`src/rtl/sfd_pkg.sv`:
```
`default_nettype none
package sfd_pkg;

    // default sizes for the top level parameters
    localparam int PAYLOAD_DEPTH_DEF = 256;
    localparam int MON_BYTES_DEF     = 8;

    // configuration register indexes
    localparam int CFG_IDX_W = 2;
    typedef logic [CFG_IDX_W-1:0] t_cfg_idx;
    localparam t_cfg_idx CFG_START    = 2'd0;
    localparam t_cfg_idx CFG_MON_TYPE = 2'd1;
    localparam t_cfg_idx CFG_MOT_TYPE = 2'd2;

    // configuration reset values
    localparam logic [7:0] START_RST    = 8'd170;
    localparam logic [7:0] MON_TYPE_RST = 8'd1;
    localparam logic [7:0] MOT_TYPE_RST = 8'd2;

    // frame classification reported with each result
    typedef enum logic [1:0] {
        KIND_NONE = 2'd0,
        KIND_MON  = 2'd1,
        KIND_MOT  = 2'd2,
        KIND_UNK  = 2'd3
    } t_kind;

    // parser phase as reported on the output
    typedef enum logic [2:0] {
        PH_HUNT = 3'd0,
        PH_LEN  = 3'd1,
        PH_TYPE = 3'd2,
        PH_DATA = 3'd3,
        PH_CSUM = 3'd4
    } t_phase;

    localparam int CNT_W = 32;

    // counter increment requests, one bit per statistic
    typedef struct packed {
        logic unknown;
        logic motor;
        logic monitoring;
        logic complete;
        logic ignored;
    } t_stat_inc;

    // counter values, ignored count in the lowest bits
    typedef struct packed {
        logic [CNT_W-1:0] unknown;
        logic [CNT_W-1:0] motor;
        logic [CNT_W-1:0] monitoring;
        logic [CNT_W-1:0] complete;
        logic [CNT_W-1:0] ignored;
    } t_stat_cnt;

    // output stream layout
    localparam int BYTE_W     = 8;
    localparam int PHASE_W    = 3;
    localparam int TDATA_USED = BYTE_W + PHASE_W + 5 * CNT_W;
    localparam int TDATA_W    = ((TDATA_USED + 7) / 8) * 8;
    localparam int TDATA_PAD  = TDATA_W - TDATA_USED;
    localparam int TUSER_W    = 4;

endpackage
`default_nettype wire

```
`src/rtl/serial_frame_deframer_top.sv`:
```
`default_nettype none
// Serial frame deframer: takes one received byte per transfer and parses frames made of a
// start byte, a length byte, a type byte, that many payload bytes and a checksum byte (taken
// but not checked). Every byte gives one result from an output register; a new byte is taken
// in the same cycle as the pending result is taken, so plain bytes flow at one per cycle while
// results are not stalled. Payload bytes go into a PAYLOAD_DEPTH x 8 memory with a registered
// read. The checksum byte of a monitoring frame with at least MON_BYTES payload bytes instead
// gives a run of MON_BYTES results, read back one per cycle from the memory's single read port
// unless the output stalls; the input is held off until the last of them is loaded. The memory
// needs no clearing after reset. Counters and parser phase on each result are the values after
// its byte. Registers: 0 start marker, 1 monitoring type, 2 motor type.
module serial_frame_deframer_top #(
    parameter int PAYLOAD_DEPTH = sfd_pkg::PAYLOAD_DEPTH_DEF,
    parameter int MON_BYTES     = sfd_pkg::MON_BYTES_DEF
) (
    input  wire logic                        i_clk,
    input  wire logic                        i_rst_n,
    // input bytes
    input  wire logic                        i_s_axis_tvalid,
    output logic                             o_s_axis_tready,
    input  wire logic [7:0]                  i_s_axis_tdata,   // rx_byte
    // results
    output logic                             o_m_axis_tvalid,
    input  wire logic                        i_m_axis_tready,
    // payload_byte, parser_phase, ignored_count, complete_count, monitoring_count,
    // motor_count, unknown_count, zero pad
    output logic [sfd_pkg::TDATA_W-1:0]      o_m_axis_tdata,
    // frame_end, frame_kind, payload_valid
    output logic [sfd_pkg::TUSER_W-1:0]      o_m_axis_tuser,
    output logic                             o_m_axis_tlast,   // last_of_run
    // configuration writes
    input  wire logic                        i_cfg_valid,
    output logic                             o_cfg_ready,
    input  wire sfd_pkg::t_cfg_idx           i_cfg_index,
    input  wire logic [7:0]                  i_cfg_data
);

    localparam int ADDR_W = (PAYLOAD_DEPTH > 1) ? $clog2(PAYLOAD_DEPTH) : 1;
    localparam int FILL_W = $clog2(PAYLOAD_DEPTH + 1);
    localparam int CMP_W  = (FILL_W > 8) ? FILL_W : 8;
    localparam int K_W    = (MON_BYTES > 1) ? $clog2(MON_BYTES) : 1;
    localparam logic [K_W-1:0]    K_LAST    = K_W'(MON_BYTES - 1);
    localparam logic [FILL_W-1:0] FILL_FULL = FILL_W'(PAYLOAD_DEPTH);
    localparam logic [7:0]        MON_MIN   = 8'(MON_BYTES);

    typedef enum logic [0:0] {
        S_IDLE = 1'b0,
        S_LOAD = 1'b1
    } t_seq;

    // configuration
    logic [7:0]          r_start;
    logic [7:0]          r_mon_type;
    logic [7:0]          r_mot_type;

    // parser state
    sfd_pkg::t_phase     r_phase;
    logic [7:0]          r_len;
    logic [7:0]          r_type;
    logic [FILL_W-1:0]   r_fill;
    sfd_pkg::t_phase     n_phase;
    logic [7:0]          n_len;
    logic [7:0]          n_type;
    logic [FILL_W-1:0]   n_fill;

    // read-out sequencer and output register
    t_seq                r_seq;
    logic [K_W-1:0]      r_k;
    logic [K_W-1:0]      n_k;
    logic                r_out_valid;
    logic                r_out_end;
    sfd_pkg::t_kind      r_out_kind;
    logic                r_out_pv;
    logic [7:0]          r_out_byte;
    logic                r_out_last;

    // payload memory
    logic [7:0]          r_store [PAYLOAD_DEPTH];
    logic [7:0]          r_rd_data;
    logic                w_wr_en;
    logic                w_wr;
    logic [ADDR_W-1:0]   w_wr_addr;
    logic                w_rd_en;
    logic [ADDR_W-1:0]   w_rd_addr;

    logic                w_in_xfer;
    logic                w_out_free;
    logic                w_load_run;
    logic                w_end;
    logic                w_run;
    sfd_pkg::t_kind      w_kind;
    sfd_pkg::t_stat_inc  w_inc;
    sfd_pkg::t_stat_inc  w_inc_xfer;
    sfd_pkg::t_stat_cnt  w_cnt;

    // handshakes
    assign w_out_free      = !r_out_valid || i_m_axis_tready;
    assign o_s_axis_tready = (r_seq == S_IDLE) && w_out_free;
    assign w_in_xfer       = i_s_axis_tvalid && o_s_axis_tready;
    assign o_cfg_ready     = 1'b1;
    assign w_load_run      = (r_seq == S_LOAD) && w_out_free;

    // parser next state
    always_comb begin
        n_phase = r_phase;
        n_len   = r_len;
        n_type  = r_type;
        n_fill  = r_fill;
        w_wr    = 1'b0;
        w_end   = 1'b0;
        w_run   = 1'b0;
        w_kind  = sfd_pkg::KIND_NONE;
        w_inc   = '0;
        case (r_phase)
            sfd_pkg::PH_HUNT: begin
                if (i_s_axis_tdata == r_start) begin
                    n_phase = sfd_pkg::PH_LEN;
                end else begin
                    w_inc.ignored = 1'b1;
                end
            end
            sfd_pkg::PH_LEN: begin
                n_len   = i_s_axis_tdata;
                n_phase = sfd_pkg::PH_TYPE;
            end
            sfd_pkg::PH_TYPE: begin
                n_type  = i_s_axis_tdata;
                n_fill  = '0;
                n_phase = (r_len == 8'd0) ? sfd_pkg::PH_CSUM : sfd_pkg::PH_DATA;
            end
            sfd_pkg::PH_DATA: begin
                if (r_fill < FILL_FULL) begin
                    w_wr   = 1'b1;
                    n_fill = r_fill + FILL_W'(1);
                    if (CMP_W'(n_fill) >= CMP_W'(r_len)) begin
                        n_phase = sfd_pkg::PH_CSUM;
                    end
                end else begin
                    // store full: drop the frame
                    n_phase = sfd_pkg::PH_HUNT;
                    n_fill  = '0;
                end
            end
            sfd_pkg::PH_CSUM: begin
                w_end          = 1'b1;
                w_inc.complete = 1'b1;
                if (r_type == r_mon_type) begin
                    w_inc.monitoring = 1'b1;
                    w_kind           = sfd_pkg::KIND_MON;
                    w_run            = (r_len >= MON_MIN);
                end else if (r_type == r_mot_type) begin
                    w_inc.motor = 1'b1;
                    w_kind      = sfd_pkg::KIND_MOT;
                end else begin
                    w_inc.unknown = 1'b1;
                    w_kind        = sfd_pkg::KIND_UNK;
                end
                n_phase = sfd_pkg::PH_HUNT;
                n_fill  = '0;
                n_len   = 8'd0;
                n_type  = 8'd0;
            end
            default: begin
                n_phase = sfd_pkg::PH_HUNT;
            end
        endcase
    end

    assign w_inc_xfer = w_in_xfer ? w_inc : '0;

    // memory ports: writes only come from data bytes, reads only after the
    // checksum byte, so the same entry is never written and read in one cycle
    assign w_wr_en   = w_in_xfer && w_wr;
    assign w_wr_addr = r_fill[ADDR_W-1:0];
    assign n_k       = r_k + K_W'(1);
    assign w_rd_en   = (w_in_xfer && w_run) || (w_load_run && (r_k != K_LAST));
    assign w_rd_addr = w_in_xfer ? '0 : ADDR_W'(n_k);

    always_ff @(posedge i_clk) begin
        if (w_wr_en) begin
            r_store[w_wr_addr] <= i_s_axis_tdata;
        end
        if (w_rd_en) begin
            r_rd_data <= r_store[w_rd_addr];
        end
    end

    // statistics
    sfd_stats u_stats (
        .i_clk   (i_clk),
        .i_rst_n (i_rst_n),
        .i_inc   (w_inc_xfer),
        .o_cnt   (w_cnt)
    );

    // configuration, parser, sequencer and output register
    always_ff @(posedge i_clk) begin
        if (!i_rst_n) begin
            r_start     <= sfd_pkg::START_RST;
            r_mon_type  <= sfd_pkg::MON_TYPE_RST;
            r_mot_type  <= sfd_pkg::MOT_TYPE_RST;
            r_phase     <= sfd_pkg::PH_HUNT;
            r_len       <= 8'd0;
            r_type      <= 8'd0;
            r_fill      <= '0;
            r_seq       <= S_IDLE;
            r_k         <= '0;
            r_out_valid <= 1'b0;
            r_out_end   <= 1'b0;
            r_out_kind  <= sfd_pkg::KIND_NONE;
            r_out_pv    <= 1'b0;
            r_out_byte  <= 8'd0;
            r_out_last  <= 1'b0;
        end else begin
            if (i_cfg_valid) begin
                case (i_cfg_index)
                    sfd_pkg::CFG_START:    r_start    <= i_cfg_data;
                    sfd_pkg::CFG_MON_TYPE: r_mon_type <= i_cfg_data;
                    sfd_pkg::CFG_MOT_TYPE: r_mot_type <= i_cfg_data;
                    default: ;
                endcase
            end
            if (w_in_xfer) begin
                r_phase <= n_phase;
                r_len   <= n_len;
                r_type  <= n_type;
                r_fill  <= n_fill;
                if (w_run) begin
                    // first payload entry is being read, results follow
                    r_seq       <= S_LOAD;
                    r_k         <= '0;
                    r_out_valid <= 1'b0;
                end else begin
                    r_out_valid <= 1'b1;
                    r_out_end   <= w_end;
                    r_out_kind  <= w_kind;
                    r_out_pv    <= 1'b0;
                    r_out_byte  <= 8'd0;
                    r_out_last  <= 1'b1;
                end
            end else if (w_load_run) begin
                // one monitoring byte per transfer
                r_out_valid <= 1'b1;
                r_out_end   <= 1'b1;
                r_out_kind  <= sfd_pkg::KIND_MON;
                r_out_pv    <= 1'b1;
                r_out_byte  <= r_rd_data;
                r_out_last  <= (r_k == K_LAST);
                if (r_k == K_LAST) begin
                    r_seq <= S_IDLE;
                end else begin
                    r_k <= n_k;
                end
            end else if (r_out_valid && i_m_axis_tready) begin
                r_out_valid <= 1'b0;
            end
        end
    end

    // counters and phase only move on an input transfer, which needs the
    // output slot free, so they stay put while a result waits
    assign o_m_axis_tvalid = r_out_valid;
    assign o_m_axis_tdata  = {{sfd_pkg::TDATA_PAD{1'b0}}, w_cnt, r_phase, r_out_byte};
    assign o_m_axis_tuser  = {r_out_pv, r_out_kind, r_out_end};
    assign o_m_axis_tlast  = r_out_last;

endmodule
`default_nettype wire

```
`src/rtl/sfd_stats.sv`:
```
`default_nettype none
module sfd_stats (
    input  wire logic              i_clk,
    input  wire logic              i_rst_n,
    input  wire sfd_pkg::t_stat_inc i_inc,
    output sfd_pkg::t_stat_cnt     o_cnt
);

    sfd_pkg::t_stat_cnt r_cnt;

    // wrapping statistics counters
    always_ff @(posedge i_clk) begin
        if (!i_rst_n) begin
            r_cnt <= '0;
        end else begin
            if (i_inc.ignored)    r_cnt.ignored    <= r_cnt.ignored + 32'd1;
            if (i_inc.complete)   r_cnt.complete   <= r_cnt.complete + 32'd1;
            if (i_inc.monitoring) r_cnt.monitoring <= r_cnt.monitoring + 32'd1;
            if (i_inc.motor)      r_cnt.motor      <= r_cnt.motor + 32'd1;
            if (i_inc.unknown)    r_cnt.unknown    <= r_cnt.unknown + 32'd1;
        end
    end

    assign o_cnt = r_cnt;

endmodule
`default_nettype wire

```
`config.mk`:
```
export PLATFORM = sky130hd
export DESIGN_NAME = serial_frame_deframer_top
export DESIGN_NICKNAME = d
export VERILOG_FILES = /design/src/rtl/sfd_pkg.sv /design/src/rtl/serial_frame_deframer_top.sv /design/src/rtl/sfd_stats.sv
export SDC_FILE = /design/constraint.sdc
export NUM_CORES = 1
export LEC_CHECK = 0
export ABC_AREA = 1
export ABC_CLOCK_PERIOD_IN_PS = 2700
export BUFFER_PORTS_ARGS = -buffer_cell sky130_fd_sc_hd__buf_4
export CORE_MARGIN = 5
export CORE_UTILIZATION = 60
export CTS_BUF_LIST = sky130_fd_sc_hd__clkbuf_8
export DETAILED_ROUTE_END_ITERATION = 10
export PLACE_DENSITY_LB_ADDON = 0.15
export SLEW_MARGIN = 20
export SYNTH_ARGS = -nofsm -noshare
export SYNTH_HDL_FRONTEND = slang
export SYNTH_SLANG_ARGS = --single-unit
```
`constraint.sdc`:
```
create_clock -name i_clk -period 2.7 [get_ports i_clk]
set_input_delay 0.54 -clock i_clk [delete_from_list [all_inputs] [get_ports i_clk]]
set_output_delay 0.54 -clock i_clk [all_outputs]
set_load 0.01 [all_outputs]
```
# == Yosys cells after proc, flatten, opt, wreduce, memory -nomap -nowiden ==
# Memories as Yosys holds them, arrays and structs flattened. A register that Yosys moved wholly into a read port is not among the register bits.
# Index checks and enable logic that the tools add are counted.
# word_totals
inputBits,23
n_memories,1
romBits,0
regBits,230
mem_bits_rw,2048
latchBits,0
# classes
n_mul,0
reduce_logical,30
mux,54
order_cmp,3
shifts,0
div,0
n_addsub,7
n_eq_ne,16
n_bitwise,1
# memory_table
name,depth,word_bits,read_ports,rd_ports_with_merged_regs,wr,line,text
r_store,256,8,1,1,1,serial_frame_deframer_top.sv:78,logic [7:0] r_store [PAYLOAD_DEPTH];
# ops
op,n
$add 32x1->32 const B,5
$pmux 8 s2,2
$mux 1,29
$mux 3,9
$eq 8x8->1,3
$mux 8,3
$pmux 9 s2,1
$reduce_and 2->1,7
$mux 2,6
$pmux 3 s4,1
$reduce_bool 2->1,5
$add 9x1->9 const B,1
$ge 9x8->1,1
$lt 9x9->1 const B,1
$mux 9,1
$reduce_and 3->1,3
$ge 8x4->1 const B,1
$logic_not 8->1,1
$logic_and 1x1->1,7
$eq 3x2->1 const B,2
$eq 3x3->1 const B,2
$ne 2x2->1 const B,3
$ne 3x3->1 const B,2
$mux 5,1
other kinds (13),14

# == Logic depth before layout (Yosys ltp) ==
# Gate-level depths: netlist (run 1).
# depth
depth_word,7
ltp_mapped,17

# == Cells and area by module ==
# A second synthesis (run 1) with hierarchy kept.
# hier_totals
hier_cells,2155
area_unflattened_um2,15637.5
# by_module_without_submodules
module,area_per_inst_um2,instances,seq_area_each_um2,cells_each
sfd_stats,8794.7,1,3203.1,1367
serial_frame_deframer_top,6842.8,1,3563.4,788

# == Worst setup path before layout (run 1) ==
# Ideal clock, no wire load.
# synth_timing
path_type,input port to flip-flop
from,input i_m_axis_tready
to,"memory r_store[0][0], enable pin"
arrival_time_ns,1.937
path_stages,7
setup_slack_ns,0.379
required_time_ns,2.317
path_buffers,1
path_cell_list,inv_1 -> nand2_1 -> nand3_2 -> inv_1 -> buf_2 -> nand2_2 -> nor3_1
# synth_via
elab_chain_cells,6
# synth_lines
item,line,text
"start, declared",serial_frame_deframer_top.sv:24,"input wire logic i_m_axis_tready,"
$logic_or 1x1->1,serial_frame_deframer_top.sv:97,assign w_out_free = !r_out_valid || i_m_axis_tready;
$logic_and 1x1->1,serial_frame_deframer_top.sv:98,assign o_s_axis_tready = (r_seq == S_IDLE) && w_out_free;
$logic_and 1x1->1,serial_frame_deframer_top.sv:99,assign w_in_xfer = i_s_axis_tvalid && o_s_axis_tready;
$logic_and 1x1->1,serial_frame_deframer_top.sv:173,assign w_wr_en = w_in_xfer && w_wr;
$mux 1,serial_frame_deframer_top.sv:180,if (w_wr_en) begin
$mux 1 (implied by the code),serial_frame_deframer_top.sv:181,r_store[w_wr_addr] <= i_s_axis_tdata;
"end, declared",serial_frame_deframer_top.sv:78,
# Every way passes these cells.

# == Final worst setup path (run 1) ==
# layout_timing
from,register r_fill[0]
to,register r_phase[0]
# layout_via
elab_chain_cells,4
word_cells_on_any_way,7
classes_between,add/sub: 1; order compare: 2; eq/ne: 1; mux: 2; reduce/logical: 1
# layout_lines
item,line,text
"start, declared",serial_frame_deframer_top.sv:60,logic [FILL_W-1:0] r_fill;
"start signal, assigned",serial_frame_deframer_top.sv:227,r_fill <= n_fill;
$add 9x1->9,serial_frame_deframer_top.sv:134,n_fill = r_fill + FILL_W'(1);
$ge 9x8->1,serial_frame_deframer_top.sv:135,if (CMP_W'(n_fill) >= CMP_W'(r_len)) begin
$ne 3x3->1 (no source line),n/a,
$reduce_and 3->1 (no source line),n/a,
"end signal, assigned",serial_frame_deframer_top.sv:202,r_phase <= sfd_pkg::PH_HUNT;
"end signal, assigned",serial_frame_deframer_top.sv:224,r_phase <= n_phase;
"end, declared",serial_frame_deframer_top.sv:57,sfd_pkg::t_phase r_phase;
# Several ways; a longest one is shown, not always the timed one.
# A chain may end at the register's enable or synchronous reset.

==> results.md, run 1 <==
* Mean routed wirelength per cell at 15.35 um
* Fin nets at 2602
* Worst skew pair latency at 0.58 ns
* Drt pass-1 iters at 6
* Post-cts resize count at 0
* Final Power at 0.01066 W
* Final min period at 2.410 ns
* Num rows at 60
* Initial antenna violation count at 0
* CTS root buf: clkbuf_8
* Hold path endpoint: r_start[3]
* Starting Density at 0.6061
* Core footprint at 0.02688 mm^2
* P_leak at 7.624 nW
* Antenna viol nets, final at 0
* Hold-fix buffers, CTS at 0
* H-tree depth at 2
* Maximum root-to-sink buffer count at 3
* Multi-input logic area at 0.008307 mm^2
* DP Worst Slack at 0.3547 ns
* Largest net degree at the start of global routing at 59
* Final WS setup at 0.2901 ns
* Via count at 16228
* Ys Warns at 0
* Via density at 5.523
* Data required, critical path at 3.16 ns
* Reg2reg end: r_phase[0]
* Setup_tns at 0 ns
* GRT overflow at 0
* Syn_area_per_cell at 6.919 um^2
* All-Layer GR Usage at 0.2859
* Area grow syn2layout at 17.11%
* Post-synthesis sequential area ratio at 0.4154
* GPL Wtd Cong at 0.9329
* Routed wire length at 45.10 mm
* Inserted Diodes at 0
* I/O Buffers at 200
* Cells after DPL at 2847
* CTS tree: done
* Worst-path maximum fanout at 6
* Status: finished clean
* Clock Skews at 0.02397 ns
* Hold/Removal Path Class: in -> reg
* Flop-to-flop setup slack at 0.29 ns
* Synth cell types at 46
* Reg2Reg Launch Point: r_fill[0]
* Tcrit/Tclk final at 0.8926
* WHS Path Cells at 3
* Critical path class: reg -> reg
* Reg area at 0.006766 mm^2
* Finished Layout Cells at 2938
* DRC viols at 0
* Critical Path End Type: flop
* Hold wc startpoint: i_cfg_data[3]
* P per Cell Area at 558.8 mW/mm^2
* Die Y at 174.8 um
* Post-synth EDFFs at 72
* Gate Count Post-Synth at 2354
* Max Clk Rate at 415.0 MHz
* Fillers at 2291
* Wire length of the first global-routing pass at 74.36 mm
* Die Wd at 174.8 um
* Synthesized flop and latch total at 302
* Least-Margin Pin Slew at 0.6963 ns
* RSZ-0062 raised after global routing: false
* Slew Limit Headroom at 0.5353
* Post-synth ARST share at 0
* Fraction of layout cells with a size suffix above 1 at 0.1309
* CTS buffer count at 51
* Max IR drop VDD at 0.4928 mV
* Worst r2r path cells at 15
* Post-CTS Setup Bufs at 0
* Mapped Area at 0.01629 mm^2
* Fin. Hold Viols at 0
* Maxcap violations at 0
* Arr. time, crit path at 2.87 ns
* Clk sinks at 302
* Ys flop type: dfxtp_1
* # setup viols final at 0
* Vias in the first global route at 15318
* Ports at 207
* Detail Placement HPWL at 32.56 mm
* Die area at 0.03054 mm^2
* DR iter-0 viols at 1522
* Startpoint Class: flop
* Clk slew on worst S/H paths at 0.06 ns
* Max-slew violation count at 0
[area by class of cell]
type,instances,share of cell area
flip-flops and latches,302,0.3547
well taps,341,0.02237
inverters,216,0.04270
clock inverters,24,0.005378
repair buffers,228,0.09104
multi-input cells,1760,0.4355
clock buffers,67,0.04834
[Yosys cell counts, types with 7 or more instances]
master,number,area share
nand2_1,743,0.17
nor2_1,275,0.063
dfxtp_1,230,0.28
a21oi_1,209,0.064
inv_1,204,0.047
nand3_1,176,0.054
edfxtp_1,72,0.13
nor3_1,66,0.020
xor2_1,50,0.027
o21ai_0,45,0.014
nand3b_1,39,0.018
clkbuf_1,37,0.0085
nand4_1,28,0.011
xnor2_1,22,0.012
ha_1,20,0.015
buf_2,19,0.0058
o211ai_1,17,0.0078
buf_4,11,0.0051
nor2_2,11,0.0042
a31oi_1,10,0.0038
buf_6,7,0.0048
[worst max-delay path by stage]
stage	startpoint	end	slack, ns	cells after the start
floorplan	i_m_axis_tready	r_store[0][0]	0.38	7
global placement	r_fill[0]	r_phase[1]	0.45	15
finish	r_fill[0]	r_phase[0]	0.29	15
detailed placement	r_fill[0]	r_phase[0]	0.35	14
global route	r_fill[0]	r_phase[0]	0.02	15
CTS	r_fill[0]	r_phase[0]	0.32	14
[stage by stage]
step                hold slack [ns]    util  instance area [um^2]
global placement             0.4497  0.6716                 18050
detailed placement           0.4545  0.6716                 18050
CTS                          0.1817  0.7098                 19080
finish                       0.1995  0.7098                 19080
global route                 0.1952  0.7098                 19080
floorplan                    0.4390       -                 16300
[report_power, final]
| group | total, W | switching (W) | internal, W |
|---|---|---|---|
| Sequential | 0.00495 | 0.000184 | 0.00476 |
| Combinational | 0.00168 | 0.00116 | 0.000517 |
| Clock | 0.00404 | 0.00183 | 0.00221 |
[registers in the layout, indices dropped and copies added (netlist names)]
register and flops:
r_seq 1, u_stats.o_cnt 160, r_out_kind 2, r_phase 3, r_type 8, r_out_byte 8
o_m_axis_tvalid 1, r_store 64, r_k 3, r_len 8, r_out_pv 1, r_rd_data 8
r_mon_type 8, r_fill 9, r_mot_type 8, r_start 8, o_m_axis_tlast 1, r_out_end 1
[metal layers]
metal | vias to the layer above | wire, um | GRT usage | share of wire
li1 | 8046 | - | - | -
met1 | 7453 | 19640 | 0.3936 | 0.44
met2 | 632 | 21070 | 0.4723 | 0.47
met3 | 97 | 3366 | 0.04500 | 0.075
met4 | 0 | 1020 | 0.07758 | 0.023
met5 | - | 0 | 0 | 0
[critical path, stage by stage, from the launching register on]
cell and delay [ns]:
dfxtp_1 0.40, ha_1 0.23, nand2_1 0.09, nor2_1 0.16, nand3_1 0.11, nand2_1 0.09, inv_1 0.05, ha_1 0.30
nand2_1 0.07, nand2_1 0.04, a21oi_1 0.11, nand3_1 0.09, nor2_1 0.10, nand3_1 0.19, a21oi_1 0.20, nor2_1 0.06
[placed cells by master, fill, tap and decap left out, types with 3 or more instances in the layout]
| cell | Yosys | final |
|---|---|---|
| nand2_1 | 743 | 743 |
| nor2_1 | 275 | 275 |
| dfxtp_1 | 230 | 230 |
| buf_4 | 11 | 226 |
| inv_1 | 204 | 221 |
| a21oi_1 | 209 | 209 |
| nand3_1 | 176 | 176 |
| edfxtp_1 | 72 | 72 |
| clkbuf_8 | 0 | 67 |
| nor3_1 | 66 | 66 |
| xor2_1 | 50 | 50 |
| o21ai_0 | 45 | 45 |
| nand3b_1 | 39 | 39 |
| nand4_1 | 28 | 28 |
| xnor2_1 | 22 | 22 |
| ha_1 | 20 | 20 |
| o211ai_1 | 17 | 17 |
| nor2_2 | 11 | 11 |
| a31oi_1 | 10 | 10 |
| inv_2 | 6 | 7 |
| a211oi_1 | 6 | 6 |
| conb_1 | 2 | 6 |
| clkinv_1 | 5 | 5 |
| clkinv_2 | 1 | 5 |
| nor3b_1 | 5 | 5 |
| nand2_2 | 4 | 4 |
| nand2_4 | 4 | 4 |
| nor2_4 | 3 | 3 |
| a21boi_0 | 3 | 3 |
| o21ai_1 | 3 | 3 |
[kinds of logic (layout without fill, tap and decap cells)]
| group | count (synthesis) | count (layout) | synth area share |
|---|---|---|---|
| AOI/OAI and AO/OA | 299 | 299 | 0.09794 |
| xor gates and xnor gates | 72 | 72 | 0.03872 |
| adders and majority gates | 20 | 20 | 0.01536 |
| buffers and inverters | 296 | 535 | 0.07551 |
| DFF | 302 | 302 | 0.4154 |
| other | 2 | 6 | 0.0004611 |
| and+or+nand+nor | 1363 | 1363 | 0.3566 |
Power figures use the tool's default switching activity.
==> run 2, diff against run 1 <==
--- a/config.mk
+++ b/config.mk
@@ -12,7 +12,9 @@
 export CORE_UTILIZATION = 60
 export CTS_BUF_LIST = sky130_fd_sc_hd__clkbuf_8
 export DETAILED_ROUTE_END_ITERATION = 10
+export GPL_TIMING_DRIVEN = 0
 export PLACE_DENSITY_LB_ADDON = 0.15
+export SKIP_CTS_REPAIR_TIMING = 1
 export SLEW_MARGIN = 20
 export SYNTH_ARGS = -nofsm -noshare
 export SYNTH_HDL_FRONTEND = slang
==> run 2 against run 1 <==
Net effect:
- via count increased by 3.6%
- flip-flop and latch count unchanged
- cell area increased by 0.97%
- highest routed layer unchanged
- worst hold slack got worse by 0.014 ns
- sequential power about the same
==> results.md, run 2 (synthesis gave the netlist of run 1 again) <==
* Startpoint Class: flop
* Most frequent cells in the layout: 743 x nand2_1, 275 x nor2_1, 230 x dfxtp_1
* Via count at 16807
* Fin. Hold Viols at 0
* Clk sinks at 302
* I/O Buffers at 199
* Largest net degree at the start of global routing at 15
* Worst-path maximum fanout at 10
* Commonest non-fill, non-tap cell in the layout: nand2_1
* Final Power at 0.01080 W
* Num rows at 60
* CTS tree: done
* Max Clk Rate at 379.4 MHz
* H-tree depth at 2
* Arr. time, crit path at 2.86 ns
* Fin nets at 2652
* Die area at 0.03054 mm^2
* Slew Limit Headroom at 0.3571
* Fraction of layout cells with a size suffix above 1 at 0.1334
* Hold/Removal Path Class: in -> reg
* Critical path class: reg -> reg
* Status: finished clean
* Data required, critical path at 2.93 ns
* Wire length of the first global-routing pass at 77.85 mm
* Worst-path cell chain: nand2_1, nand3_2, inv_1, buf_2, nand2_2, nor3_2
* Final min period at 2.636 ns
* P per Cell Area at 560.7 mW/mm^2
* Max IR drop VDD at 0.4809 mV
* Final Util at 0.7167
* Detail Placement HPWL at 36.31 mm
* Inserted Diodes at 0
* Starting Density at 0.6061
* Vias in the first global route at 15315
* GPL Wtd Cong at 0.9609
* Area grow syn2layout at 18.25%
* Core footprint at 0.02688 mm^2
* DRC viols at 0
* Tcrit/Tclk final at 0.9763
* Drt pass-1 iters at 6
* Die Wd at 174.8 um
* Die Y at 174.8 um
* DR iter-0 viols at 1562
* Slowest-stage cell, CP: nor3_2
* Clk slew on worst S/H paths at 0.06 ns
* Max-slew violation count at 0
* Routed wire length at 49.49 mm
* Reg area at 0.006766 mm^2
* Initial antenna violation count at 0
* Setup_tns at 0 ns
* Critical Path End Type: flop
* CTS root buf: clkbuf_8
* Via density at 5.627
* Ports at 207
* GRT overflow at 0
* Max reg flops at 160
* Maximum root-to-sink buffer count at 3
* CTS buffer count at 50
* Multi-input logic area at 0.008361 mm^2
* Antenna viol nets, final at 0
* Mean routed wirelength per cell at 16.57 um
* Crit path largest cell delay at 0.68 ns
* Cells after DPL at 2898
* Fillers at 2245
* Clock Skews at 0.02712 ns
* Maxcap violations at 0
* Least-Margin Pin Slew at 0.9643 ns
* All-Layer GR Usage at 0.3084
* Worst skew pair latency at 0.60 ns
* RSZ-0062 raised after global routing: true
* Finished Layout Cells at 2987
* # setup viols final at 0
* P_leak at 7.686 nW
-- run 2: cell count changes in the layout (fill, tap and decap cells not counted), moves of 2 or more --
| cell | previous run | this run |
|---|---|---|
| nor3_1 | 66 | 58 |
| buf_4 | 226 | 210 |
| clkbuf_1 | 0 | 37 |
| buf_12 | 2 | 0 |
| buf_2 | 0 | 19 |
| inv_1 | 221 | 224 |
| buf_1 | 0 | 6 |
| buf_6 | 0 | 7 |
| clkbuf_8 | 67 | 62 |
| nor3_2 | 1 | 8 |
-- run 2: metal layers --
layer | part of all wire | vias up | routed length [um] | track usage
met5 | 0 | - | 0 | 0
li1 | - | 8143 | - | -
met2 | 0.46 | 848 | 22830 | 0.5088
met4 | 0.030 | 0 | 1490 | 0.1021
met1 | 0.42 | 7692 | 20890 | 0.4200
met3 | 0.087 | 124 | 4281 | 0.04479
-- run 2: critical path: cells and delay by family (launching register included) --
family	cells	cell delay, ns
buffers and inverters	2	0.65
and+or+nand+nor	4	1.30
DFF	1	0.31
-- run 2: layout make-up --
class | instances | area share
plain buffers | 80 | 0.02170
clock buffers | 62 | 0.04430
clock inverters | 27 | 0.006756
inverters | 216 | 0.04216
multi-input cells | 1760 | 0.4341
flip-flops and latches | 302 | 0.3513
well taps | 341 | 0.02215
repair buffers | 199 | 0.07756
-- run 2: worst paths after layout --
| kind | end | slack, ns | cells after the start | startpoint |
|---|---|---|---|---|
| worst max-delay path | r_store[4][3] | 0.06 | 6 | o_m_axis_tvalid |
| worst min-delay path | r_mot_type[1] | 0.19 | 3 | i_cfg_data[1] |
| worst max register to register | r_store[4][3] | 0.06 | 6 | o_m_axis_tvalid |
| worst min register to register | r_len[4] | 0.46 | 2 | r_len[4] |
-- run 2: report_power, final --
| part | leakage (nW) | switching [W] | internal (W) | total (W) |
|---|---|---|---|---|
| sequential | 2.50 | 0.000187 | 0.00476 | 0.00495 |
| clock | 0.581 | 0.00190 | 0.00207 | 0.00397 |
| combinational | 4.60 | 0.00130 | 0.000577 | 0.00188 |
| total | 7.69 | 0.00339 | 0.00741 | 0.0108 |
-- run 2: stage by stage --
step | setup slack [ns] | area [um^2] | hold slack [ns]
floorplan | 0.3794 | 16300 | 0.4390
global placement | -0.5321 | 18220 | 0.4499
detailed placement | -0.5425 | 18240 | 0.4544
CTS | -0.2377 | 19220 | 0.1494
global route | -0.04011 | 19260 | 0.1722
finish | 0.06397 | 19260 | 0.1851
